[src/hdl/prf_pkg.sv]
package prf_pkg;

  // Field and register widths fixed by the interface.
  localparam int WORD_W    = 32;
  localparam int ITER_W    = 16;
  localparam int TOL_W     = 31;
  localparam int DEG_W     = 3;
  localparam int IDX_W     = 4;
  localparam int CFG_IDX_W = 2;

  // Configuration register indexes.
  localparam logic [CFG_IDX_W-1:0] REG_DEGREE    = 2'd0;
  localparam logic [CFG_IDX_W-1:0] REG_TOLERANCE = 2'd1;
  localparam logic [CFG_IDX_W-1:0] REG_LIMIT     = 2'd2;

  // Register reset values.
  localparam logic [TOL_W-1:0]  RST_TOLERANCE = 31'd1;
  localparam logic [ITER_W-1:0] RST_LIMIT     = 16'd10000;

  // Request operations.
  localparam logic OP_LOAD  = 1'b0;
  localparam logic OP_SOLVE = 1'b1;

  // Result status codes.
  localparam logic [1:0] ST_CONVERGED = 2'd0;
  localparam logic [1:0] ST_LIMIT     = 2'd1;
  localparam logic [1:0] ST_FLAT      = 2'd2;

  // Scale for the percent relative step.
  localparam logic [6:0] PERCENT = 7'd100;

  // Datapath command codes.
  localparam logic [3:0] CMD_NONE    = 4'd0;
  localparam logic [3:0] CMD_LOAD    = 4'd1;
  localparam logic [3:0] CMD_START   = 4'd2;
  localparam logic [3:0] CMD_INIT_P  = 4'd3;
  localparam logic [3:0] CMD_MUL     = 4'd4;
  localparam logic [3:0] CMD_ADD     = 4'd5;
  localparam logic [3:0] CMD_INIT_D  = 4'd6;
  localparam logic [3:0] CMD_DIV_N   = 4'd7;
  localparam logic [3:0] CMD_UPDATE  = 4'd8;
  localparam logic [3:0] CMD_PCT     = 4'd9;
  localparam logic [3:0] CMD_DIV_P   = 4'd10;
  localparam logic [3:0] CMD_ADVANCE = 4'd11;
  localparam logic [3:0] CMD_EMIT    = 4'd12;

  typedef struct packed {
    logic [3:0]        op;
    logic              deriv;
    logic [IDX_W-1:0]  idx;
    logic [1:0]        status;
    logic [ITER_W-1:0] used;
  } prf_cmd_t;

  typedef struct packed {
    logic [IDX_W-1:0]  deg;
    logic [ITER_W-1:0] limit;
    logic              flat;
    logic              conv;
    logic              x1_zero;
    logic              div_done;
  } prf_stat_t;

endpackage

[src/hdl/prf_controller.sv]
module prf_controller (
  input  logic               clk,
  input  logic               rst_n,
  input  logic               in_tvalid,
  output logic               in_tready,
  input  logic               in_op,
  output logic               out_tvalid,
  input  logic               out_tready,
  output prf_pkg::prf_cmd_t  cmd,
  input  prf_pkg::prf_stat_t stat
);

  import prf_pkg::*;

  localparam logic [3:0] S_IDLE  = 4'd0;
  localparam logic [3:0] S_INITP = 4'd1;
  localparam logic [3:0] S_MUL   = 4'd2;
  localparam logic [3:0] S_ADD   = 4'd3;
  localparam logic [3:0] S_INITD = 4'd4;
  localparam logic [3:0] S_CHKD  = 4'd5;
  localparam logic [3:0] S_DIVN  = 4'd6;
  localparam logic [3:0] S_UPD   = 4'd7;
  localparam logic [3:0] S_PCT   = 4'd8;
  localparam logic [3:0] S_DIVP  = 4'd9;
  localparam logic [3:0] S_DWAIT = 4'd10;
  localparam logic [3:0] S_CONV  = 4'd11;
  localparam logic [3:0] S_NEXT  = 4'd12;
  localparam logic [3:0] S_EMIT  = 4'd13;

  logic [3:0]        state_r, state_nxt;
  logic [IDX_W-1:0]  j_r, j_nxt;
  logic              deriv_r, deriv_nxt;
  logic [ITER_W-1:0] iter_r, iter_nxt;
  logic [ITER_W-1:0] used_r, used_nxt;
  logic [1:0]        status_r, status_nxt;
  logic              out_valid_r, out_valid_nxt;
  logic              last_term;

  assign in_tready  = (state_r == S_IDLE);
  assign out_tvalid = out_valid_r;
  assign last_term  = deriv_r ? (j_r == IDX_W'(1)) : (j_r == '0);

  // Sequencer for Horner passes, division and convergence tests.
  always_comb begin
    state_nxt     = state_r;
    j_nxt         = j_r;
    deriv_nxt     = deriv_r;
    iter_nxt      = iter_r;
    used_nxt      = used_r;
    status_nxt    = status_r;
    out_valid_nxt = out_valid_r && !out_tready;
    cmd           = '0;
    cmd.op        = CMD_NONE;
    cmd.deriv     = deriv_r;
    cmd.idx       = j_r;
    cmd.status    = status_r;
    cmd.used      = used_r;
    case (state_r)
      S_IDLE: begin
        if (in_tvalid) begin
          if (in_op == OP_LOAD) begin
            cmd.op = CMD_LOAD;
          end else begin
            cmd.op   = CMD_START;
            iter_nxt = ITER_W'(1);
            if (stat.limit == '0) begin
              status_nxt = ST_LIMIT;
              used_nxt   = '0;
              state_nxt  = S_EMIT;
            end else begin
              state_nxt = S_INITP;
            end
          end
        end
      end
      S_INITP: begin
        cmd.op    = CMD_INIT_P;
        cmd.idx   = stat.deg;
        deriv_nxt = 1'b0;
        if (stat.deg == '0) begin
          state_nxt = S_INITD;
        end else begin
          j_nxt     = stat.deg - 1'b1;
          state_nxt = S_MUL;
        end
      end
      S_MUL: begin
        cmd.op    = CMD_MUL;
        state_nxt = S_ADD;
      end
      S_ADD: begin
        cmd.op = CMD_ADD;
        if (last_term) begin
          state_nxt = deriv_r ? S_CHKD : S_INITD;
        end else begin
          j_nxt     = j_r - 1'b1;
          state_nxt = S_MUL;
        end
      end
      S_INITD: begin
        cmd.op    = CMD_INIT_D;
        cmd.idx   = stat.deg;
        deriv_nxt = 1'b1;
        if (stat.deg <= IDX_W'(1)) begin
          state_nxt = S_CHKD;
        end else begin
          j_nxt     = stat.deg - 1'b1;
          state_nxt = S_MUL;
        end
      end
      S_CHKD: begin
        if (stat.flat) begin
          status_nxt = ST_FLAT;
          used_nxt   = iter_r;
          state_nxt  = S_EMIT;
        end else begin
          cmd.op    = CMD_DIV_N;
          state_nxt = S_DIVN;
        end
      end
      S_DIVN: begin
        if (stat.div_done) state_nxt = S_UPD;
      end
      S_UPD: begin
        cmd.op    = CMD_UPDATE;
        state_nxt = S_PCT;
      end
      S_PCT: begin
        if (stat.x1_zero) begin
          state_nxt = S_NEXT;
        end else begin
          cmd.op    = CMD_PCT;
          state_nxt = S_DIVP;
        end
      end
      S_DIVP: begin
        cmd.op    = CMD_DIV_P;
        state_nxt = S_DWAIT;
      end
      S_DWAIT: begin
        if (stat.div_done) state_nxt = S_CONV;
      end
      S_CONV: begin
        if (stat.conv) begin
          cmd.op     = CMD_ADVANCE;
          status_nxt = ST_CONVERGED;
          used_nxt   = iter_r;
          state_nxt  = S_EMIT;
        end else begin
          state_nxt = S_NEXT;
        end
      end
      S_NEXT: begin
        cmd.op = CMD_ADVANCE;
        if (iter_r == stat.limit) begin
          status_nxt = ST_LIMIT;
          used_nxt   = iter_r;
          state_nxt  = S_EMIT;
        end else begin
          iter_nxt  = iter_r + 1'b1;
          state_nxt = S_INITP;
        end
      end
      S_EMIT: begin
        if (!out_valid_r || out_tready) begin
          cmd.op        = CMD_EMIT;
          out_valid_nxt = 1'b1;
          state_nxt     = S_IDLE;
        end
      end
      default: state_nxt = S_IDLE;
    endcase
  end

  // Control registers.
  always_ff @(posedge clk) begin
    if (!rst_n) begin
      state_r     <= S_IDLE;
      out_valid_r <= 1'b0;
      j_r         <= '0;
      deriv_r     <= 1'b0;
      iter_r      <= '0;
      used_r      <= '0;
      status_r    <= ST_LIMIT;
    end else begin
      state_r     <= state_nxt;
      out_valid_r <= out_valid_nxt;
      j_r         <= j_nxt;
      deriv_r     <= deriv_nxt;
      iter_r      <= iter_nxt;
      used_r      <= used_nxt;
      status_r    <= status_nxt;
    end
  end

endmodule

[config.mk]
export PLATFORM = sky130hd
export DESIGN_NAME = prf_controller
export DESIGN_NICKNAME = d
export VERILOG_FILES = /design/src/hdl/prf_pkg.sv /design/src/hdl/prf_controller.sv
export SDC_FILE = /design/constraint.sdc
export NUM_CORES = 1
export LEC_CHECK = 0
export BUFFER_PORTS_ARGS = -buffer_cell sky130_fd_sc_hd__buf_2
export CORE_MARGIN = 2
export CORE_UTILIZATION = 48
export CTS_CLUSTER_SIZE = 10
export DETAILED_ROUTE_END_ITERATION = 7
export PLACE_DENSITY = 0.83
export SLEW_MARGIN = 20
export SYNTH_ARGS = -nofsm -noshare
export SYNTH_HDL_FRONTEND = slang
export SYNTH_SLANG_ARGS = --single-unit
[constraint.sdc]
create_clock -name clk -period 2.2 [get_ports clk]
set_input_delay 0.55 -clock clk [delete_from_list [all_inputs] [get_ports clk]]
set_output_delay 0.55 -clock clk [all_outputs]
set_load 0.01 [all_outputs]
; ---- Yosys cells after proc, flatten, opt, wreduce, memory -nomap -nowiden
; Index checks and enable logic that the tools add are counted.
[totals]
ff_bits = 44
in_bits = 29
[op_classes]
addsub = 3
n_lt_le_gt_ge = 1
n_eq_ne = 28
n_mux = 49
n_reduce_logical = 17
[op_table]
columns = cell, n
row1 = $mux 16, 9
row2 = $pmux 16 s4, 1
row3 = $mux 4, 15
row4 = $pmux 4 s14, 1
row5 = $pmux 4 s12, 1
row6 = $pmux 16 s2, 1
row7 = $eq 4x4->1 const B, 6
row8 = $ne 2x2->1 const B, 11
row9 = $add 16x1->16 const B, 1
row10 = $eq 16x16->1, 1
row11 = $eq 4x3->1 const B, 4
row12 = $logic_not 16->1, 1
row13 = $mux 2, 8
row14 = $mux 3, 5
row15 = $logic_not 4->1, 3
row16 = $pmux 4 s3, 1
row17 = $eq 4x1->1 const B, 2
row18 = $eq 4x2->1 const B, 2
row19 = $pmux 2 s4, 1
row20 = $reduce_and 4->1, 2
row21 = $sub 4x1->4 const B, 2
row22 = $reduce_and 7->1, 1
row23 = $mux 1, 5
row24 = $reduce_and 5->1, 1
row25 = other kinds (10), 13

; ---- Longest topological paths before layout
; Gate-level depths: netlist (run 1).
[logic_depth]
ltp_word = 5
depth_mapped = 9

; ---- Worst setup path before layout (run 1)
; OpenSTA, ideal clock, no wires.
[synth_timing]
path_type = input to register
start = input stat[20] in the netlist's numbering
end = register j_r[3]
setup_time_ns = 0.120
arrival_time_ns = 2.110
t_required_ns = 2.080
setup_slack_ns = -0.029
path_stages = 9
path_cell_list = inv_1 ha_1 nor2_1 and3b_1 a311o_1 or3_1 buf_2 o21ai_0 a21boi_1
[synth_between]
elab_chain_len = 3
word_cells_on_any_way = 9
classes_between = 1 x add/sub / 1 x order compare / 2 x eq/ne / 3 x mux / 2 x reduce/logical
[synth_rtl]
columns = item, line
row1 = start: declaration, prf_controller.sv:10  ; input prf_pkg::prf_stat_t stat
row2 = "$sub 4x1->4, or another cell as far along", "prf_controller.sv:83, prf_controller.sv:107"
row3 = "$mux 4, or another cell as far along", prf_controller.sv:104  ; if (stat.deg <= IDX_W'(1)) begin
row4 = $pmux 4 s3 or $reduce_and 4->1 (tied branches), n/a
row5 = end signal: assignment, prf_controller.sv:188  ; j_r <= j_nxt;
row6 = end: declaration, prf_controller.sv:31  ; logic [IDX_W-1:0] j_r, j_nxt;
; Parallel ways exist; a longest one is shown, timed or not. The select of a mux whose other input is x is not followed.
; A chain may end at the register's enable or synchronous reset.

==> results of run 1 <==
==> placed cells by master, fill, tap and decap left out, drive strengths merged, types with 4 or more instances in the layout <==
cell and n:
inv 11, a21boi 4, nor3 9, nor2b 4
nor2 23, mux2i 8, and3 5, nand4 8
clkbuf 6, dfxtp 44, xor2 19, and2 5
a21oi 10, buf 105, ha 5, nand3 28
or4 6, nor4 10, nand2 53, nand2b 5
o21ai 36
==> registers in the layout (all words and copies together) (netlist names) <==
signal and cells:
used_r 16, state_r 4, deriv_r 1, iter_r 16, status_r 2, out_tvalid 1, j_r 4
==> final timing paths <==
path	startpoint	to	depth (start not counted)
worst max-delay path	state_r[0]	cmd[21]	5
worst min-delay path	used_r[10]	used_r[10]	2
worst max register to register	state_r[1]	status_r[0]	8
worst min register to register	used_r[10]	used_r[10]	2
==> critical path, cell delays in order (launching register included) <==
cell     delay [ns]
dfxtp_4        0.39
or2b_4         0.29
nor3_4         0.24
nor2_4         0.07
mux2_2         0.29
buf_6          0.12
==> repair_timing <==
item,in CTS,in global routing
hold buffers,0,0
gates resized for setup,20,25
buffers inserted,2,4
pin swaps,0,4
endpoints found under the setup margin,7,24
==> per-stage QoR <==
step / cells / TNS, ns / util
after floorplan: 366 / -0.0112 / -
after global placement: 515 / -0.796 / 0.594
final: 529 / -0.187 / 0.645
after global routing: 529 / -0.569 / 0.645
after CTS: 525 / -0.00567 / 0.625
after detailed placement: 515 / -2.04 / 0.594
==> logic make-up after synthesis <==
logic type	after synthesis	share of synthesized area
simple gates	168	0.323
compound gates	81	0.196
flops	44	0.297
buf+inv	36	0.0629
xor+xnor	22	0.0651
mux	10	0.0346
fa+ha+maj	5	0.0211
==> Yosys cell counts, types with 5 or more instances <==
cell type,n,share of area
nand4_1,7,0.015
ha_1,5,0.021
nor3_1,7,0.012
clkbuf_1,11,0.014
mux2i_1,8,0.027
nor2_1,23,0.029
nand2b_1,5,0.011
nand3_1,19,0.032
o21ai_2,13,0.038
a21oi_1,9,0.015
inv_1,11,0.014
dfxtp_1,44,0.30
nand2_1,53,0.067
o21ai_0,21,0.035
and3_1,5,0.011
nand3_2,9,0.030
nor4_1,5,0.011
or4_1,6,0.015
xor2_1,19,0.056
==> power by group <==
group	leakage (nW)	internal, W	switching (W)
clock network	0.0434	0.000255	0.000317
registers	0.359	0.000816	0.0000295
logic	1.20	0.000265	0.000289
==> cell type report <==
class,count,share of cell area
Sequential cell,44,0.233
Timing Repair Buffer,105,0.185
Tap cell,75,0.0244
Clock inverter,2,0.00391
Inverter,11,0.0108
Clock buffer,6,0.0215
Multi-Input combinational cell,286,0.521
==> routing by layer <==
layer / track usage / part of all wire / wire [um] / up-vias
met2: 0.447 / 0.51 / 4240 / 127
li1: - / - / - / 1488
met1: 0.294 / 0.41 / 3390 / 1433
met4: 0.102 / 0.020 / 165 / 0
met3: 0.0446 / 0.063 / 525 / 21
met5: 0 / 0 / 0 / -
==> flow_summary.yaml, run 1 <==
place:
  place_ws_ns: -0.250
  place.gp.congestion: 0.948
  dpl.hpwl_um: 6180
  dpl_cell_area_um2: 3540
  io_buffers: 57
synth:
  synthCells: 366
  yosysWarnings: 0
  synth-main-ff-cell: "dfxtp_1"
  synth_edf_count: 0
  ys_types: 67
  synth.avg_cell_area_um2: 8.09
  syn-num-nets: 400
  syn_area_um2: 2960
  synth_seq_cells: 44
  async_flop_share: 0
  yosysSeqAreaShare: 0.297
finish:
  drive_gt1_frac: 0.388
  nets: 487
  nFillCells: 527
  design_area_um2: 3840
  antenna_cells: 0
  multi_input_area_um2: 2000
  syn_to_final_growth_pct: 29.6
  ff_latch_area_um2: 896
clocking:
  path_clk_slew_ns: 0.10
  cts_buffers: 5
  root_buffer: "clkbuf_8"
  h-tree-depth: 2
  clk_latency_ns: 0.31
  cts_tree: "built"
  cts.sinks: 44
  cts_buffer_depth: 2
worst_setup_path:
  start_kind: "flop"
  worst-path-max-fanout: 4
  arrival_ns: 1.72
  r2r_slack_ns: 0.09
  crit_type: "reg2out"
  cp.required_ns: 1.65
  cp-end-kind: "output pin"
routing:
  via_per_inst: 5.80
  firstDrtPassIters: 5
  vias: 3069
  drt_iter0_drc: 165
  postRouteAntennaNets: 0
  wire_per_inst_um: 15.7
  drc: 0
  routed_wl_um: 8320
grt:
  antenna_found_initial: 0
  overflow: 0
  grt_use_total: 0.250
  grt_max_degree: 33
  grt_pass1_vias: 2893
  grt_pass1_wl_um: 13200
die:
  fp.dieW_um: 82.6
  pin_count: 58
  die-height_um: 82.6
  dieArea_um2: 6810
  core_um2: 5960
  rows: 28
  start_util: 0.497
sta:
  worst_slew_pin_slew_ns: 0.525
  finalHoldViolations: 0
  finalClockSkew_ns: 0.0114
  rsz0062_at_grt: "true"
  finalCritPeriodShare: 1.03
  setup_violations: 4
  timing.slew.headroom: 0.648
  setup_ws_ns: -0.0666
  fin_crit_ns: 2.27
  whs_ns: 0.461
  fmax_ghz: 0.441
  slew_viol_final: 0
outcome:
  outcome: "finished, violations left"
  violations: "negative setup slack"
hold_path:
  worstHoldPathType: "reg2reg"
power:
  ir_drop_uv: 351
  finalPower_w: 0.00197
  power_density_nw_per_um2: 514
  leakage_nw: 1.60
job:
  cap_violations: 0
Note: power is estimated with default switching activity, not from simulation.
==> run 2, diff against run 1 <==
--- a/config.mk
+++ b/config.mk
@@ -6,6 +6,7 @@
 export NUM_CORES = 1
 export LEC_CHECK = 0
 export BUFFER_PORTS_ARGS = -buffer_cell sky130_fd_sc_hd__buf_2
+export CORE_ASPECT_RATIO = 0.6
 export CORE_MARGIN = 2
 export CORE_UTILIZATION = 48
 export CTS_CLUSTER_SIZE = 10
==> flow_summary.yaml, run 2 (synthesized netlist as in run 1, its figures left out) <==
worst_setup_path:
  cp_num_cells: 5
  cp.required_ns: 1.65
  crit_type: "reg2out"
  critPathTopFamily: "simple AND/OR/NAND/NOR gates"
  cp_cell_sequence: "or2b_4, nor3_4, nor2_4, mux2_2, buf_2"
  cp-end-kind: "output pin"
  worstReg2RegStart: "state_r[0]"
  start_kind: "flop"
  reg2reg_depth: 9
  worst-path-max-fanout: 6
  r2r-end: "state_r[0]"
  r2r_slack_ns: 0.03
  cp_slowest_stage_delay_ns: 0.40
  arrival_ns: 1.70
  crit_buf_inv: 1
  cp_slowest_cell: "dfxtp_4"
finish:
  nets: 501
  fin_util: 0.668
  drive_gt1_frac: 0.408
  syn_to_final_growth_pct: 36.0
  layout_commonest_cell: "buf_2"
  layout_common_cells: "56 x buf_2, 54 x buf_4, 50 x nand2_1"
  reg_top3: "iter_r: 16 flops, used_r: 16 flops"
  antenna_cells: 0
clocking:
  ctsHoldBuffers: 0
  h-tree-depth: 2
  root_buffer: "clkbuf_8"
  cts_tree: "built"
  cts_buffer_depth: 2
  clk_latency_ns: 0.31
  cts_buffers: 5
  cts.sinks: 44
  path_clk_slew_ns: 0.09
die:
  core_um2: 6030
  start_util: 0.491
  rows: 22
  pin_count: 58
  fp.dieW_um: 105
  dieArea_um2: 6830
  die-height_um: 64.8
sta:
  finalCritPeriodShare: 1.02
  setup_violations: 4
  whs_ns: 0.457
  worst_slew_pin_slew_ns: 0.617
  setup_ws_ns: -0.0529
  timing.slew.headroom: 0.585
  rsz0062_at_grt: "true"
  slew_viol_final: 0
  fmax_ghz: 0.444
  fin_crit_ns: 2.25
  finalClockSkew_ns: 0.00894
  fin_tns_setup_ns: -0.110
  finalHoldViolations: 0
grt:
  grt_use_total: 0.270
  antenna_found_initial: 0
  grt_max_degree: 24
  grt_pass1_wl_um: 14500
  overflow: 0
  grt_pass1_vias: 2952
power:
  leakage_nw: 1.70
  ir_drop_uv: 262
  power_density_nw_per_um2: 518
  finalPower_w: 0.00209
hold_path:
  hold_start: "used_r[10]"
  worstHoldPathType: "reg2reg"
  min_to: "used_r[10]"
  min_path_cells: 2
routing:
  firstDrtPassIters: 6
  vias: 3246
  postRouteAntennaNets: 0
  via_per_inst: 5.88
  drc: 0
  drt_iter0_drc: 273
  routed_wl_um: 9510
  wire_per_inst_um: 17.2
outcome:
  violations: "negative setup slack"
  outcome: "finished, violations left"
place:
  place.gp.congestion: 1.07
  dpl.hpwl_um: 6710
  io_buffers: 57
job:
  cap_violations: 0
==> run 2: worst max path at each step <==
stage | from | to | slack [ns]
after floorplan | stat[21] | j_r[3] | -0.006
after detailed placement | stat[20] | j_r[2] | -0.27
after global placement | stat[20] | j_r[3] | -0.15
after global routing | state_r[0] | cmd[21] | -0.1
after CTS | state_r[0] | cmd[21] | -0.02
final | state_r[0] | cmd[21] | -0.05
==> run 2: timing repair <==
item	CTS	global route
pin swaps	1	10
setup endpoints to repair	9	27
setup buffers	7	5
gates resized for setup	22	28
cloned	0	1
==> run 2: stage by stage <==
stage,cell area [um2],cells,setup slack [ns]
detailed placement,3620,532,-0.275
floorplan,2960,366,-0.00626
global placement,3620,532,-0.150
global route,4030,552,-0.0958
finish,4030,552,-0.0529
CTS,3870,547,-0.0171
==> run 2: metal layers <==
layer,routed length [um],global-route usage
met3,999,0.0654
met1,4310,0.388
met5,0,0
met4,168,0.0800
met2,4030,0.399
==> run 2: cell type report <==
| type | count | area, um2 |
|---|---|---|
| Multi-Input combinational cell | 286 | 2030 |
| Tap cell | 84 | 105 |
| Inverter | 11 | 46.3 |
| Sequential cell | 44 | 897 |
| Clock buffer | 5 | 68.8 |
| Clock inverter | 3 | 46.3 |
| Fill cell | 469 | 2000 |
| Timing Repair Buffer | 119 | 838 |
==> run 2: worst min-delay path: stages (launching register included) <==
cell and delay, ns:
dfxtp_1 0.32, nand2_1 0.06, o21ai_2 0.04
==> run 2: where the power goes <==
part	switching [W]	internal [W]
clock network	0.000308	0.000342
registers	0.0000269	0.000815
logic	0.000317	0.000276
total	0.000653	0.00143
==> run 3, diff against run 2 <==
--- a/config.mk
+++ b/config.mk
@@ -7,11 +7,11 @@
 export LEC_CHECK = 0
 export BUFFER_PORTS_ARGS = -buffer_cell sky130_fd_sc_hd__buf_2
 export CORE_ASPECT_RATIO = 0.6
-export CORE_MARGIN = 2
+export CORE_MARGIN = 1.5
 export CORE_UTILIZATION = 48
 export CTS_CLUSTER_SIZE = 10
 export DETAILED_ROUTE_END_ITERATION = 7
-export PLACE_DENSITY = 0.83
+export PLACE_DENSITY = 0.8
 export SLEW_MARGIN = 20
 export SYNTH_ARGS = -nofsm -noshare
 export SYNTH_HDL_FRONTEND = slang
==> flow_summary.yaml, run 3 (synthesized netlist as in run 1, its figures left out) <==
finish:
  layout_common_cells: "57 x buf_2, 52 x buf_4, 51 x nand2_1"
  fin_cells: 546
  nets: 499
  syn_to_final_growth_pct: 32.5
  layout_commonest_cell: "buf_2"
  drive_gt1_frac: 0.386
  antenna_cells: 0
  reg_top3: "iter_r: 16 flops, used_r: 16 flops"
routing:
  vias: 3204
  drc: 0
  postRouteAntennaNets: 0
  via_per_inst: 5.87
  drt_iter0_drc: 364
  firstDrtPassIters: 5
  routed_wl_um: 9350
  wire_per_inst_um: 17.1
clocking:
  cts_buffer_depth: 2
  cts_buffers: 5
  root_buffer: "clkbuf_8"
  clk_latency_ns: 0.31
  path_clk_slew_ns: 0.09
  h-tree-depth: 2
  cts.sinks: 44
  cts_tree: "built"
place:
  dpl.hpwl_um: 6900
  io_buffers: 57
  place.gp.congestion: 0.951
  dp.cells: 528
sta:
  rsz0062_at_grt: "true"
  slew_viol_final: 0
  setup_violations: 4
  fmax_ghz: 0.437
  whs_ns: 0.461
  finalClockSkew_ns: 0.00600
  fin_crit_ns: 2.29
  finalCritPeriodShare: 1.04
  setup_ws_ns: -0.0895
  finalHoldViolations: 0
  worst_slew_pin_slew_ns: 0.589
  timing.slew.headroom: 0.604
worst_setup_path:
  cp.required_ns: 1.65
  cp-end-kind: "output pin"
  crit_type: "reg2out"
  start_kind: "flop"
  arrival_ns: 1.74
  reg2reg_depth: 8
  worst-path-max-fanout: 6
die:
  pin_count: 58
  rows: 21
  die-height_um: 63.8
  fp.dieW_um: 104
  dieArea_um2: 6670
  core_um2: 5750
  start_util: 0.515
power:
  finalPower_w: 0.00210
  ir_drop_uv: 297
  leakage_nw: 1.67
  power_density_nw_per_um2: 535
grt:
  antenna_found_initial: 0
  overflow: 0
  grt_use_total: 0.277
  grt_max_degree: 27
  grt_pass1_vias: 2864
  grt_pass1_wl_um: 14600
outcome:
  violations: "negative setup slack"
  outcome: "finished, violations left"
hold_path:
  min_path_cells: 2
  worstHoldPathType: "reg2reg"
job:
  cap_violations: 0
-- run 3: final timing paths --
path	start	endpoint	slack [ns]
worst max-delay path	state_r[1]	cmd[20]	-0.09
worst min-delay path	used_r[2]	used_r[2]	0.46
worst max register to register	j_r[1]	j_r[2]	0.07
worst min register to register	used_r[2]	used_r[2]	0.46
-- run 3: what timing repair did --
item                                    4_1_cts  5_1_grt
hold endpoints to repair                      0        0
endpoints found under the setup margin        7       12
gates resized for setup                      14       15
setup buffers                                 5        5
hold buffers                                  0        0
pin swaps                                     4        5
-- run 3: worst max-delay path, stage by stage (launching register included) --
cell     delay (ns)
dfxtp_4        0.38
nor4b_2        0.51
nor2_4         0.11
mux2_2         0.29
buf_2          0.14
-- run 3: layer usage --
layer	part of all wire	GRT usage
met1	0.46	0.414
met2	0.41	0.394
met3	0.11	0.0633
met4	0.018	0.0747
met5	0	0
-- run 3: cell type report --
cell class,instances,area [um2]
Multi-Input combinational cell,286,1960
Tap cell,80,100
Sequential cell,44,891
Clock buffer,6,82.6
Inverter,11,47.5
Timing Repair Buffer,117,810
Fill cell,441,1830
Clock inverter,2,38.8
-- run 3: through the flow --
step / worst slack, ns / area [um2] / util / setup TNS [ns]
final: -0.0895 / 3930 / 0.682 / -0.239
after global routing: -0.130 / 3930 / 0.682 / -0.446
after CTS: -0.0612 / 3850 / 0.669 / -0.143
after detailed placement: -0.271 / 3640 / 0.633 / -1.73
after global placement: -0.160 / 3640 / 0.633 / -0.726
after floorplan: -0.00626 / 2960 / - / -0.0112
-- run 3: power breakdown --
part / switching, W / internal (W)
clock: 0.000305 / 0.000372
combinational: 0.000312 / 0.000273
sequential: 0.0000246 / 0.000814
